[config.mk]
export PLATFORM = sky130hd
export DESIGN_NAME = rc4_keystream_cipher_core_flat
export DESIGN_NICKNAME = d
export VERILOG_FILES = /design/src/rtl/rc4_pkg.sv /design/src/rtl/rc4_in_if.sv /design/src/rtl/rc4_out_if.sv /design/src/rtl/rc4_cfg_if.sv /design/src/rtl/rc4_engine.sv /design/src/rtl/rc4_keystream_cipher_core.sv /design/src/flat_wrapper.sv
export SDC_FILE = /design/constraint.sdc
export NUM_CORES = 2
export LEC_CHECK = 0
export BUFFER_PORTS_ARGS = -buffer_cell sky130_fd_sc_hd__buf_4
export CELL_PAD_IN_SITES_DETAIL_PLACEMENT = 1
export CELL_PAD_IN_SITES_GLOBAL_PLACEMENT = 2
export CORE_MARGIN = 4
export CORE_UTILIZATION = 50
export DETAILED_ROUTE_END_ITERATION = 16
export PLACE_DENSITY_LB_ADDON = 0.1
export SETUP_SLACK_MARGIN = 0.2
export SLEW_MARGIN = 20
export SYNTH_ARGS = -nofsm -noshare
export SYNTH_HDL_FRONTEND = slang
export SYNTH_SLANG_ARGS = --single-unit
[constraint.sdc]
create_clock -name i_clk -period 8.5 [get_ports i_clk]
set_input_delay 1.7 -clock i_clk [delete_from_list [all_inputs] [get_ports i_clk]]
set_output_delay 1.7 -clock i_clk [all_outputs]
set_load 0.02 [all_outputs]
[src/rtl/rc4_pkg.sv]
// Shared types and constants for the RC4 keystream core.
// No dependencies.
`default_nettype none

package rc4_pkg;

    localparam int KEY_MAX_DEF = 256;
    localparam int LEN_W       = 9;

    localparam logic [LEN_W-1:0] KEY_LEN_RST = 9'd16;

    localparam logic [1:0] MODE_LOAD  = 2'd0;
    localparam logic [1:0] MODE_SCHED = 2'd1;
    localparam logic [1:0] MODE_ENC   = 2'd2;

    typedef struct packed {
        logic       valid;
        logic [1:0] mode;
        logic [7:0] key_index;
        logic [7:0] data_byte;
    } t_eng_req;

    typedef struct packed {
        logic       done;
        logic [7:0] keystream_byte;
        logic [7:0] cipher_byte;
        logic       status;
    } t_eng_rsp;

endpackage

`default_nettype wire

[src/rtl/rc4_in_if.sv]
// Request channel of the RC4 core: mode, key index and data byte.
// No dependencies.
`default_nettype none

interface rc4_in_if;
    logic       valid;
    logic       ready;
    logic [1:0] mode;
    logic [7:0] key_index;
    logic [7:0] data_byte;

    modport source (output valid, output mode, output key_index, output data_byte,
                    input ready);
    modport sink   (input valid, input mode, input key_index, input data_byte,
                    output ready);
endinterface

`default_nettype wire

[src/rtl/rc4_out_if.sv]
// Result channel of the RC4 core: keystream, cipher byte and status.
// No dependencies.
`default_nettype none

interface rc4_out_if;
    logic       valid;
    logic       ready;
    logic [7:0] keystream_byte;
    logic [7:0] cipher_byte;
    logic       status;

    modport source (output valid, output keystream_byte, output cipher_byte,
                    output status, input ready);
    modport sink   (input valid, input keystream_byte, input cipher_byte,
                    input status, output ready);
endinterface

`default_nettype wire

[src/rtl/rc4_cfg_if.sv]
// Configuration write channel of the RC4 core (key length register).
// Depends on rc4_pkg.
`default_nettype none

interface rc4_cfg_if;
    logic                       valid;
    logic                       ready;
    logic [rc4_pkg::LEN_W-1:0]  data;

    modport source (output valid, output data, input ready);
    modport sink   (input valid, input data, output ready);
endinterface

`default_nettype wire

[src/rtl/rc4_engine.sv]
// RC4 sequencer: permutation and key memories, one shared index adder/swap path.
// Depends on rc4_pkg.
`default_nettype none

module rc4_engine #(
    parameter int KEY_MAX = rc4_pkg::KEY_MAX_DEF
) (
    input  logic                       i_clk,
    input  logic                       i_rst_n,
    input  rc4_pkg::t_eng_req          i_req,
    input  logic [rc4_pkg::LEN_W-1:0]  i_key_len,
    input  logic                       i_ack,
    output logic                       o_idle,
    output rc4_pkg::t_eng_rsp          o_rsp
);

    localparam int KW = (KEY_MAX > 1) ? $clog2(KEY_MAX) : 1;
    localparam int LW = rc4_pkg::LEN_W;

    typedef enum logic [7:0] {
        ST_IDLE = 8'b0000_0001,
        ST_INIT = 8'b0000_0010,
        ST_RD_I = 8'b0000_0100,
        ST_RD_J = 8'b0000_1000,
        ST_WR_I = 8'b0001_0000,
        ST_WR_J = 8'b0010_0000,
        ST_RD_T = 8'b0100_0000,
        ST_DONE = 8'b1000_0000
    } t_state;

    logic [7:0] r_perm [256];
    logic [7:0] r_key  [KEY_MAX];
    logic [7:0] r_perm_rd;
    logic [7:0] r_key_rd;

    t_state          r_state, n_state;
    logic [7:0]      r_i, n_i;
    logic [7:0]      r_j, n_j;
    logic [KW-1:0]   r_k, n_k;
    logic            r_keyed, n_keyed;
    logic            r_sched, n_sched;
    logic [7:0]      r_si, n_si;
    logic [7:0]      r_sj, n_sj;
    logic [7:0]      r_data, n_data;
    logic            r_enc, n_enc;
    logic            r_status, n_status;

    logic            perm_we;
    logic            perm_re;
    logic [7:0]      perm_wa;
    logic [7:0]      perm_wd;
    logic [7:0]      perm_ra;
    logic            key_we;
    logic [7:0]      j_sum;
    logic            k_last;
    logic            key_in_range;

    // shared adder: j + S[i] (+ key byte while scheduling)
    assign j_sum  = r_j + r_perm_rd + (r_sched ? r_key_rd : 8'd0);
    assign k_last = ((LW'(r_k) + LW'(1)) >= i_key_len);
    assign key_in_range = ({1'b0, i_req.key_index} < LW'(KEY_MAX));

    always_ff @(posedge i_clk) begin
        if (perm_we) begin
            r_perm[perm_wa] <= perm_wd;
        end
        if (perm_re) begin
            r_perm_rd <= r_perm[perm_ra];
        end
    end

    always_ff @(posedge i_clk) begin
        if (key_we) begin
            r_key[i_req.key_index[KW-1:0]] <= i_req.data_byte;
        end
        r_key_rd <= r_key[r_k];
    end

    always_comb begin
        n_state  = r_state;
        n_i      = r_i;
        n_j      = r_j;
        n_k      = r_k;
        n_keyed  = r_keyed;
        n_sched  = r_sched;
        n_si     = r_si;
        n_sj     = r_sj;
        n_data   = r_data;
        n_enc    = r_enc;
        n_status = r_status;
        perm_we  = 1'b0;
        perm_re  = 1'b0;
        perm_wa  = r_i;
        perm_wd  = r_i;
        perm_ra  = r_i;
        key_we   = 1'b0;

        case (r_state)
            ST_IDLE: begin
                if (i_req.valid) begin
                    n_enc    = 1'b0;
                    n_status = 1'b0;
                    n_state  = ST_DONE;
                    case (i_req.mode)
                        rc4_pkg::MODE_LOAD: begin
                            key_we = key_in_range;
                        end
                        rc4_pkg::MODE_SCHED: begin
                            n_i     = 8'd0;
                            n_j     = 8'd0;
                            n_k     = '0;
                            n_sched = 1'b1;
                            n_state = ST_INIT;
                        end
                        rc4_pkg::MODE_ENC: begin
                            if (!r_keyed) begin
                                n_status = 1'b1;
                            end else begin
                                n_i     = r_i + 8'd1;
                                n_data  = i_req.data_byte;
                                n_sched = 1'b0;
                                n_enc   = 1'b1;
                                n_state = ST_RD_I;
                            end
                        end
                        default: begin
                        end
                    endcase
                end
            end
            ST_INIT: begin
                // identity fill, one entry a cycle
                perm_we = 1'b1;
                n_i     = r_i + 8'd1;
                if (r_i == 8'hFF) begin
                    n_state = ST_RD_I;
                end
            end
            ST_RD_I: begin
                perm_re = 1'b1;
                n_state = ST_RD_J;
            end
            ST_RD_J: begin
                n_si    = r_perm_rd;
                n_j     = j_sum;
                perm_re = 1'b1;
                perm_ra = j_sum;
                n_state = ST_WR_I;
            end
            ST_WR_I: begin
                n_sj    = r_perm_rd;
                perm_we = 1'b1;
                perm_wd = r_perm_rd;
                n_state = ST_WR_J;
            end
            ST_WR_J: begin
                perm_we = 1'b1;
                perm_wa = r_j;
                perm_wd = r_si;
                if (r_sched) begin
                    n_k = k_last ? '0 : r_k + KW'(1);
                    n_i = r_i + 8'd1;
                    if (r_i == 8'hFF) begin
                        // i wraps to zero; clear j and mark keyed
                        n_j     = 8'd0;
                        n_keyed = 1'b1;
                        n_sched = 1'b0;
                        n_state = ST_DONE;
                    end else begin
                        n_state = ST_RD_I;
                    end
                end else begin
                    n_state = ST_RD_T;
                end
            end
            ST_RD_T: begin
                perm_re = 1'b1;
                perm_ra = r_si + r_sj;
                n_state = ST_DONE;
            end
            ST_DONE: begin
                if (i_ack) begin
                    n_state = ST_IDLE;
                end
            end
            default: begin
                n_state = ST_IDLE;
            end
        endcase
    end

    always_ff @(posedge i_clk) begin
        if (!i_rst_n) begin
            r_state <= ST_IDLE;
            r_i     <= 8'd0;
            r_j     <= 8'd0;
            r_k     <= '0;
            r_keyed <= 1'b0;
            r_sched <= 1'b0;
        end else begin
            r_state <= n_state;
            r_i     <= n_i;
            r_j     <= n_j;
            r_k     <= n_k;
            r_keyed <= n_keyed;
            r_sched <= n_sched;
        end
    end

    always_ff @(posedge i_clk) begin
        r_si     <= n_si;
        r_sj     <= n_sj;
        r_data   <= n_data;
        r_enc    <= n_enc;
        r_status <= n_status;
    end

    assign o_idle               = (r_state == ST_IDLE);
    assign o_rsp.done           = (r_state == ST_DONE);
    assign o_rsp.keystream_byte = r_enc ? r_perm_rd : 8'd0;
    assign o_rsp.cipher_byte    = r_enc ? (r_perm_rd ^ r_data) : 8'd0;
    assign o_rsp.status         = r_status;

endmodule

`default_nettype wire

[src/rtl/rc4_keystream_cipher_core.sv]
// Top level of the RC4 keystream core: key length register and result register.
// Depends on rc4_pkg, rc4_in_if, rc4_out_if, rc4_cfg_if and rc4_engine.
`default_nettype none

// RC4 keystream core. Each request carries a mode: load one key byte, run the
// key schedule, or encrypt one data byte. Every request returns exactly one
// result; only encrypt returns non-zero bytes, and status is set when
// encrypting before any schedule has run. One request is worked at a time.
// A key load, an unused mode or an unkeyed encrypt passes straight to the
// result; a keyed encrypt reads S[i] and S[j], writes the swap back and reads
// the keystream byte; the key schedule makes 256 identity writes, then 256
// swaps of two reads and two writes each, then passes the result out.
// These steps are set by the one read and one write port of the 256-byte
// permutation memory, which the sequencer uses for every read and swap write.
// A finished result waits in the output register, so the next request is
// taken while it is still pending. The key length register may be written
// only while no request is in progress; 0 means one byte, values above the
// key store depth are clipped to it.

module rc4_keystream_cipher_core #(
    parameter int KEY_MAX = rc4_pkg::KEY_MAX_DEF
) (
    input  logic      i_clk,
    input  logic      i_rst_n,
    rc4_in_if.sink    i_in_chan,
    rc4_out_if.source o_out_chan,
    rc4_cfg_if.sink   i_cfg_chan
);

    localparam int LW = rc4_pkg::LEN_W;

    logic [LW-1:0]      r_key_length;
    logic [LW-1:0]      eff_len;
    logic               r_out_valid;
    logic [7:0]         r_out_ks;
    logic [7:0]         r_out_ct;
    logic               r_out_status;
    logic               eng_idle;
    logic               eng_ack;
    rc4_pkg::t_eng_req  eng_req;
    rc4_pkg::t_eng_rsp  eng_rsp;

    assign i_cfg_chan.ready = 1'b1;

    always_ff @(posedge i_clk) begin
        if (!i_rst_n) begin
            r_key_length <= rc4_pkg::KEY_LEN_RST;
        end else if (i_cfg_chan.valid) begin
            r_key_length <= i_cfg_chan.data;
        end
    end

    always_comb begin
        if (r_key_length == '0) begin
            eff_len = LW'(1);
        end else if (r_key_length > LW'(KEY_MAX)) begin
            eff_len = LW'(KEY_MAX);
        end else begin
            eff_len = r_key_length;
        end
    end

    assign i_in_chan.ready   = eng_idle;
    assign eng_req.valid     = i_in_chan.valid & eng_idle;
    assign eng_req.mode      = i_in_chan.mode;
    assign eng_req.key_index = i_in_chan.key_index;
    assign eng_req.data_byte = i_in_chan.data_byte;

    rc4_engine #(
        .KEY_MAX (KEY_MAX)
    ) u_engine (
        .i_clk     (i_clk),
        .i_rst_n   (i_rst_n),
        .i_req     (eng_req),
        .i_key_len (eff_len),
        .i_ack     (eng_ack),
        .o_idle    (eng_idle),
        .o_rsp     (eng_rsp)
    );

    // result moves across when the output register is free or being drained
    assign eng_ack = eng_rsp.done & (~r_out_valid | o_out_chan.ready);

    always_ff @(posedge i_clk) begin
        if (!i_rst_n) begin
            r_out_valid <= 1'b0;
        end else if (eng_ack) begin
            r_out_valid <= 1'b1;
        end else if (o_out_chan.ready) begin
            r_out_valid <= 1'b0;
        end
    end

    always_ff @(posedge i_clk) begin
        if (eng_ack) begin
            r_out_ks     <= eng_rsp.keystream_byte;
            r_out_ct     <= eng_rsp.cipher_byte;
            r_out_status <= eng_rsp.status;
        end
    end

    assign o_out_chan.valid          = r_out_valid;
    assign o_out_chan.keystream_byte = r_out_ks;
    assign o_out_chan.cipher_byte    = r_out_ct;
    assign o_out_chan.status         = r_out_status;

endmodule

`default_nettype wire

[src/flat_wrapper.sv]
// flat-port wrapper written by rule: the top's interface ports become plain ports
module rc4_keystream_cipher_core_flat 
#(
    parameter int KEY_MAX = rc4_pkg::KEY_MAX_DEF
)
  (i_clk, i_rst_n, i_in_chan_valid, i_in_chan_mode, i_in_chan_key_index, i_in_chan_data_byte, i_in_chan_ready, o_out_chan_valid, o_out_chan_keystream_byte, o_out_chan_cipher_byte, o_out_chan_status, o_out_chan_ready, i_cfg_chan_valid, i_cfg_chan_data, i_cfg_chan_ready);
  rc4_in_if i_in_chan_i ();
  rc4_out_if o_out_chan_i ();
  rc4_cfg_if i_cfg_chan_i ();
  input  logic i_clk;
  input  logic i_rst_n;
  input wire logic [$bits(i_in_chan_i.valid)-1:0] i_in_chan_valid;
  input wire logic [$bits(i_in_chan_i.mode)-1:0] i_in_chan_mode;
  input wire logic [$bits(i_in_chan_i.key_index)-1:0] i_in_chan_key_index;
  input wire logic [$bits(i_in_chan_i.data_byte)-1:0] i_in_chan_data_byte;
  output wire logic [$bits(i_in_chan_i.ready)-1:0] i_in_chan_ready;
  output wire logic [$bits(o_out_chan_i.valid)-1:0] o_out_chan_valid;
  output wire logic [$bits(o_out_chan_i.keystream_byte)-1:0] o_out_chan_keystream_byte;
  output wire logic [$bits(o_out_chan_i.cipher_byte)-1:0] o_out_chan_cipher_byte;
  output wire logic [$bits(o_out_chan_i.status)-1:0] o_out_chan_status;
  input wire logic [$bits(o_out_chan_i.ready)-1:0] o_out_chan_ready;
  input wire logic [$bits(i_cfg_chan_i.valid)-1:0] i_cfg_chan_valid;
  input wire logic [$bits(i_cfg_chan_i.data)-1:0] i_cfg_chan_data;
  output wire logic [$bits(i_cfg_chan_i.ready)-1:0] i_cfg_chan_ready;
  assign i_in_chan_i.valid = i_in_chan_valid;
  assign i_in_chan_i.mode = i_in_chan_mode;
  assign i_in_chan_i.key_index = i_in_chan_key_index;
  assign i_in_chan_i.data_byte = i_in_chan_data_byte;
  assign i_in_chan_ready = i_in_chan_i.ready;
  assign o_out_chan_valid = o_out_chan_i.valid;
  assign o_out_chan_keystream_byte = o_out_chan_i.keystream_byte;
  assign o_out_chan_cipher_byte = o_out_chan_i.cipher_byte;
  assign o_out_chan_status = o_out_chan_i.status;
  assign o_out_chan_i.ready = o_out_chan_ready;
  assign i_cfg_chan_i.valid = i_cfg_chan_valid;
  assign i_cfg_chan_i.data = i_cfg_chan_data;
  assign i_cfg_chan_ready = i_cfg_chan_i.ready;
  rc4_keystream_cipher_core #(.KEY_MAX(KEY_MAX)) u_core (.i_clk(i_clk), .i_rst_n(i_rst_n), .i_in_chan(i_in_chan_i), .o_out_chan(o_out_chan_i), .i_cfg_chan(i_cfg_chan_i));
endmodule
== After elaboration in Yosys (flattened, before gate mapping) ==
Memory sizes are Yosys's and may differ from the RTL's. A register that Yosys moved wholly into a read port is not among the register bits.
Cells that the tools add are included.

* Add/sub/neg operators: 6
* Magnitude comparators: 2
* Equality and inequality tests: 19
* Mux-type cells: 46
* Bitwise operators: 5
* Reductions and logical operators: 16

{| class="wikitable"
|+ Operators by type and width
! cell !! number
|-
| 8-bit two-way mux || 17
|-
| 8-bit one-hot mux with 2 select lines || 5
|-
| 8-bit one-hot mux with 8 select lines || 1
|-
| 8-bit one-hot mux with 3 select lines || 2
|-
| 8-bit adder || 3
|-
| 9-bit two-way mux || 2
|-
| 1-bit two-way mux || 17
|-
| 8-bit by 1-bit adder with 8-bit output, second input constant || 2
|-
| 8-bit equality test, second input constant || 2
|-
| 4-bit AND reduction || 3
|-
| 2-bit != test, second input constant || 5
|-
| 5-bit AND reduction || 2
|-
| 8-bit by 1-bit adder with 9-bit output, second input constant || 1
|-
| 9-bit >= comparator || 1
|-
| 9-bit > comparator, second input constant || 1
|-
| 9-bit logical NOT || 1
|-
| 8-bit by 1-bit equality test with 1-bit output, second input constant || 1
|-
| 8-bit by 2-bit equality test with 1-bit output, second input constant || 1
|-
| 8-bit by 3-bit equality test with 1-bit output, second input constant || 1
|-
| 8-bit by 4-bit equality test with 1-bit output, second input constant || 1
|-
| 8-bit by 5-bit equality test with 1-bit output, second input constant || 1
|-
| 8-bit by 6-bit equality test with 1-bit output, second input constant || 1
|-
| 8-bit by 7-bit equality test with 1-bit output, second input constant || 1
|-
| 8-bit XOR || 1
|-
| other kinds (14) || 21
|}

* Bits in registers: 87
* Bits in writable memories: 4096
* Output and inout bits: 20
* Word-level logic and storage cells: 112
* Memories kept: 2

{| class="wikitable"
|+ Memories
! name !! words !! bits a word !! read ports !! clocked after memory_dff !! write ports !! line !! source
|-
| u_core.u_engine.r_key || 256 || 8 || 1 || 1 || 1 || rc4_engine.sv:32 || <nowiki>logic [7:0] r_key [KEY_MAX];</nowiki>
|-
| u_core.u_engine.r_perm || 256 || 8 || 1 || 1 || 1 || rc4_engine.sv:31 || <nowiki>logic [7:0] r_perm [256];</nowiki>
|}

== Depth between registers and ports, before layout ==
* Depth in word-level cells: 7
* Depth in mapped cells: 21
* Depth with buffers taken out: 16

== Hierarchy ==
From an unflattened synthesis, not the netlist that was laid out.

* Cells, all modules: 8549
* Area, all modules: 164884.4 sq um

{| class="wikitable"
|+ By module, submodules not included
! module !! instances !! cells each !! area an instance (sq um)
|-
| rc4_engine || 1 || 8484 || 163875.9
|-
| rc4_keystream_cipher_core || 1 || 65 || 1008.5
|}

== Worst setup path before layout ==
OpenSTA, ideal clock, no wires.

* Path type: register -> register
* Start: register u_core.u_engine.r_state[7]
* End: memory u_core.u_engine.r_perm[0][5], data pin
* Arrival time: 5.122 ns
* Data required time: 7.680 ns
* Path slack: 2.557 ns
* Cell stages (with the launch flop): 9
* Path buffers: 2
* Period minus slack after synthesis: 5.943 ns
* Cells stage by stage: dfxtp_1 > or2_0 > nor2_1 > nand2_1 > nor3b_1 > clkbuf_1 > buf_1 > a22oi_1 > nand2_1

* Word-level cells in the longest chain between the ends: 2
* Elaborated cells between the ends (all ways): 3

{| class="wikitable"
|+ Ends and longest elaborated chain
! what !! line !! source
|-
| start, declared || rc4_engine.sv:36 || <nowiki>t_state r_state, n_state;</nowiki>
|-
| start signal, assigned || rc4_engine.sv:201 || <nowiki>r_state <= n_state;</nowiki>
|-
| 8-bit by 6-bit equality test with 1-bit output or 8-bit by 5-bit equality test with 1-bit output (tied branches) || rc4_engine.sv:98 || <nowiki>case (r_state)</nowiki>
|-
| 8-bit one-hot mux with 2 select lines (*) || rc4_engine.sv:98 ||
|-
| named net u_core.u_engine.perm_wd[5] || rc4_engine.sv:51 || <nowiki>logic [7:0] perm_wd;</nowiki>
|-
| end, declared || rc4_engine.sv:31 ||
|}

The timed path passes the listed nets; every way through them passes the cells marked *.

== Final worst setup path ==
* Start: register u_core.u_engine.r_perm_rd[1] (read register of u_core.u_engine.r_perm)
* End: register u_core.u_engine.r_perm_rd[0] (read register of u_core.u_engine.r_perm), data pin

* Word-level cells in the longest chain between the ends: 3

{| class="wikitable"
|+ Ends and longest elaborated chain
! what !! line !! source
|-
| start, declared || rc4_engine.sv:33 || <nowiki>logic [7:0] r_perm_rd;</nowiki>
|-
| 8-bit adder (2 in series) || rc4_engine.sv:59 || <nowiki>assign j_sum = r_j + r_perm_rd + (r_sched ? r_key_rd : 8'd0);</nowiki>
|-
| 8-bit one-hot mux with 2 select lines || rc4_engine.sv:98 ||
|}

Every way passes these cells.
A chain may end at the register's enable or synchronous reset.

==> results.yml <==
outcome:
  outcome: "complete, no violations"
global_routing:
  first_global_vias: 84957
  antenna_found_initial: 19
  gr-total-overflow: 0
  grt_first_pass_wirelength_um: 659000
  grtUsageTotal_pct: 27.2
  grt_max_degree: 201
clock_tree:
  clockBufferDepth: 4
  root_buffer: "clkbuf_16"
  cts_buffers: 430
  path_clk_slew_ns: 0.06
  htree_num_levels: 5
  insertion_delay_ns: 0.99
  clock-sinks: 4199
  cts_resized: 0
  postCtsSetupBuffers: 0
  cts_hold_buf: 0
  cts_tree: "yes"
floorplan:
  dieArea_mm2: 0.339
  die_x_um: 582
  fp.dieH_um: 582
  start_util_pct: 50.3
  rows: 210
  num_io_pins: 52
  core_mm2: 0.328
power_and_ir_drop:
  peakVddDrop_mv: 0.264
  p_int_w: 0.0338
  switching_share_pct: 20.9
  cellPowerDensity_mw_per_mm2: 232
  pwr-share-seq_pct: 53.1
  combPwrFrac_pct: 3.1
  power.switching_w: 0.00892
  pwr-share-clk_pct: 43.8
  p_leak_nw: 54.1
detailed_routing:
  drc: 0
  via_per_inst: 6.30
  wl_per_cell_um: 35.7
  drt_first_pass_iters: 7
  finalWirelength_um: 461000
  ant_nets: 0
  vias: 81309
  drt-initial-drc-count: 8777
synthesis:
  yosys_register_bits: 4199
  synth_cells: 8001
  ys_seq_area_share_pct: 76.1
  yosysWarnings: 0
  ys_async_sr_fraction_pct: 0
  synth_top_area_cell: "edfxtp_1"
  ys_top_cells_by_area: "edfxtp_1 75%, mux4_2 14%, nand2_1 1.3%"
  syn_nets: 8069
  synth_edf_count: 4147
  synth_area_mm2: 0.165
  synth_cell_type_count: 94
  synth_top_area_share_pct: 75.5
  ys.flop_type: "edfxtp_1"
  syn_avg_cell_area_um2: 20.6
final_layout:
  num-fill-cells: 27820
  final_layout_size_suffix_gt1_share_pct: 23.2
  nets: 8259
  final_cell_mix: "4147 x edfxtp_1, 1057 x mux4_2, 565 x nand2_1"
  stdcell_count: 12903
  layout_commonest_cell: "edfxtp_1"
  area_growth_pct: 11.7
critical_path:
  cp-start-kind: "flip-flop"
  r2r-end: "u_core.u_engine.r_perm_rd[0]"
  timing.rr.start: "u_core.u_engine.r_perm_rd[1]"
  crit_path_end_kind: "flip-flop"
  cp_max_fo: 39
  r2r_cells: 16
  required_ns: 9.35
  worstSetupPathType: "flip-flop to flip-flop"
  rrSetupSlack_ns: 2.04
  cp_data_arrival_time_ns: 7.31
timing:
  final_hold_viol_count: 0
  fin_crit_sh_pct: 76.0
  finalSetupTns_ns: 0
  drv_slew: 0
  fin_crit_ns: 6.46
  whs_ns: 0.497
  slew-limit-headroom_pct: 14.1
  tightest_slew_ns: 1.27
  setup_viol: 0
  rsz0062_at_grt: "no"
  fmax_ghz: 0.155
  fin_skew_ns: 0.0438
place:
  dp_cells: 12104
  placement.io_buffers: 50
  dp_hpwl_um: 282000
  globalplace.congestion: 0.859
run:
  drv_cap: 0
min_path:
  worstHoldStart: "u_core.u_engine.r_keyed"
  hold_depth: 1
  hp-class: "flip-flop to flip-flop"
  min_to: "u_core.u_engine.r_keyed"
## state kept, by name (all words and copies together) (netlist names)
| signal | flops |
|---|---|
| u_core.o_out_chan.valid | 1 |
| u_core.u_engine.r_i | 8 |
| u_core.u_engine.r_sched | 1 |
| u_core.u_engine.r_sj | 8 |
| u_core.u_engine.r_state | 8 |
| u_core.o_out_chan.keystream_byte | 8 |
| u_core.u_engine.r_status | 1 |
| u_core.u_engine.r_perm_rd | 8 |
| u_core.u_engine.r_data | 8 |
| u_core.r_key_length | 9 |
| u_core.u_engine.r_k | 8 |
| u_core.u_engine.r_enc | 1 |
| u_core.o_out_chan.cipher_byte | 8 |
| u_core.u_engine.r_keyed | 1 |
| u_core.u_engine.r_perm | 2048 |
| u_core.u_engine.r_si | 8 |
| u_core.u_engine.r_key | 2048 |
| u_core.u_engine.r_j | 8 |
| u_core.o_out_chan.status | 1 |
| u_core.u_engine.r_key_rd | 8 |
## worst max-delay path, stage by stage, from the launching register on
cell and delay, ns:
edfxtp_1 0.67, inv_1 0.15, fa_1 0.50, inv_1 0.07
ha_1 0.16, inv_1 0.06, fa_1 0.53, inv_1 0.05
o41ai_1 0.85, a221o_4 0.85, o211ai_4 0.55, buf_4 0.35
o22ai_1 0.28, or4_1 0.17, a31oi_1 0.08, o211ai_1 0.64
o211a_1 0.26
## final cells by class
| cell class | instances | area, um^2 | share of cell area, % |
|---|---|---|---|
| inverters | 48 | 180 | 0.0978 |
| clock inverters | 286 | 2770 | 1.50 |
| well taps | 4346 | 5440 | 2.95 |
| repair buffers | 222 | 2160 | 1.17 |
| flip-flops and latches | 4199 | 126000 | 68.2 |
| clock buffers | 505 | 11100 | 6.01 |
| diodes | 7 | 17.5 | 0.00951 |
| multi-input cells | 3290 | 37000 | 20.1 |
## power by group through the flow
| stage | Combinational (W) | Clock [W] | Sequential [W] |
|---|---|---|---|
| final | 0.00132 | 0.0187 | 0.0227 |
| after global routing | 0.00140 | 0.0199 | 0.0227 |
| after CTS | 0.00134 | 0.0190 | 0.0227 |
| after detailed placement | 0.00134 | 0 | 0.0231 |
| after global placement | 0.00132 | 0 | 0.0231 |
| after floorplan | 0.000804 | 0 | 0.0231 |
## cell usage after synthesis (38+ instances only)
cell type  number
a21oi_1       108
and3_1         38
buf_1          87
buf_2          75
buf_6          38
clkbuf_1      215
dfxtp_1        52
edfxtp_1     4147
inv_1          44
mux2i_1       176
mux4_2       1057
nand2_1       592
nand3_1       138
nor2_1        563
o21ai_0        45
o22ai_1        55
## per-stage QoR
stage	power, W	setup slack (ns)	area (um^2)	utilization, %
floorplan	0.0239	2.56	165000	-
global placement	0.0244	2.25	170000	51.9
detailed placement	0.0245	2.14	170000	51.9
CTS	0.0430	2.07	184000	56.2
global route	0.0440	1.93	184000	56.2
finish	0.0427	2.04	184000	56.2
## worst max-delay path by stage
stage                                       startpoint                           end  slack, ns  cells after the start
after floorplan             u_core.u_engine.r_state[7]  u_core.u_engine.r_perm[0][5]       2.56                      8
after CTS                 u_core.u_engine.r_perm_rd[1]  u_core.u_engine.r_perm_rd[0]       2.07                     16
after global routing      u_core.u_engine.r_perm_rd[1]  u_core.u_engine.r_perm_rd[0]       1.93                     16
after global placement    u_core.u_engine.r_perm_rd[1]  u_core.u_engine.r_perm_rd[0]       2.25                     16
after detailed placement  u_core.u_engine.r_perm_rd[1]  u_core.u_engine.r_perm_rd[0]       2.14                     16
final                     u_core.u_engine.r_perm_rd[1]  u_core.u_engine.r_perm_rd[0]       2.04                     16
## cell families (layout without fill, tap and decap cells)
| family | after synthesis | count (layout) | share of synthesized area, % |
|---|---|---|---|
| AOI/OAI and AO/OA | 448 | 448 | 1.88 |
| xor gates and xnor gates | 30 | 30 | 0.159 |
| adders and majority gates | 36 | 36 | 0.314 |
| buffers and inverters | 512 | 1061 | 1.68 |
| DFF | 4199 | 4199 | 76.1 |
| muxes | 1268 | 1268 | 16.0 |
| other | 1 | 8 | 0.00227 |
| and+or+nand+nor | 1507 | 1507 | 3.87 |
## metal layers
metal  up-vias  track usage (%)  wire [um]
met5         -                0         81
met4        12             8.07      15700
met3       671             3.77      27500
met2      2983             44.5     227000
met1     44333             38.6     190000
li1      33310                -          -
Power figures use the tool's default switching activity.
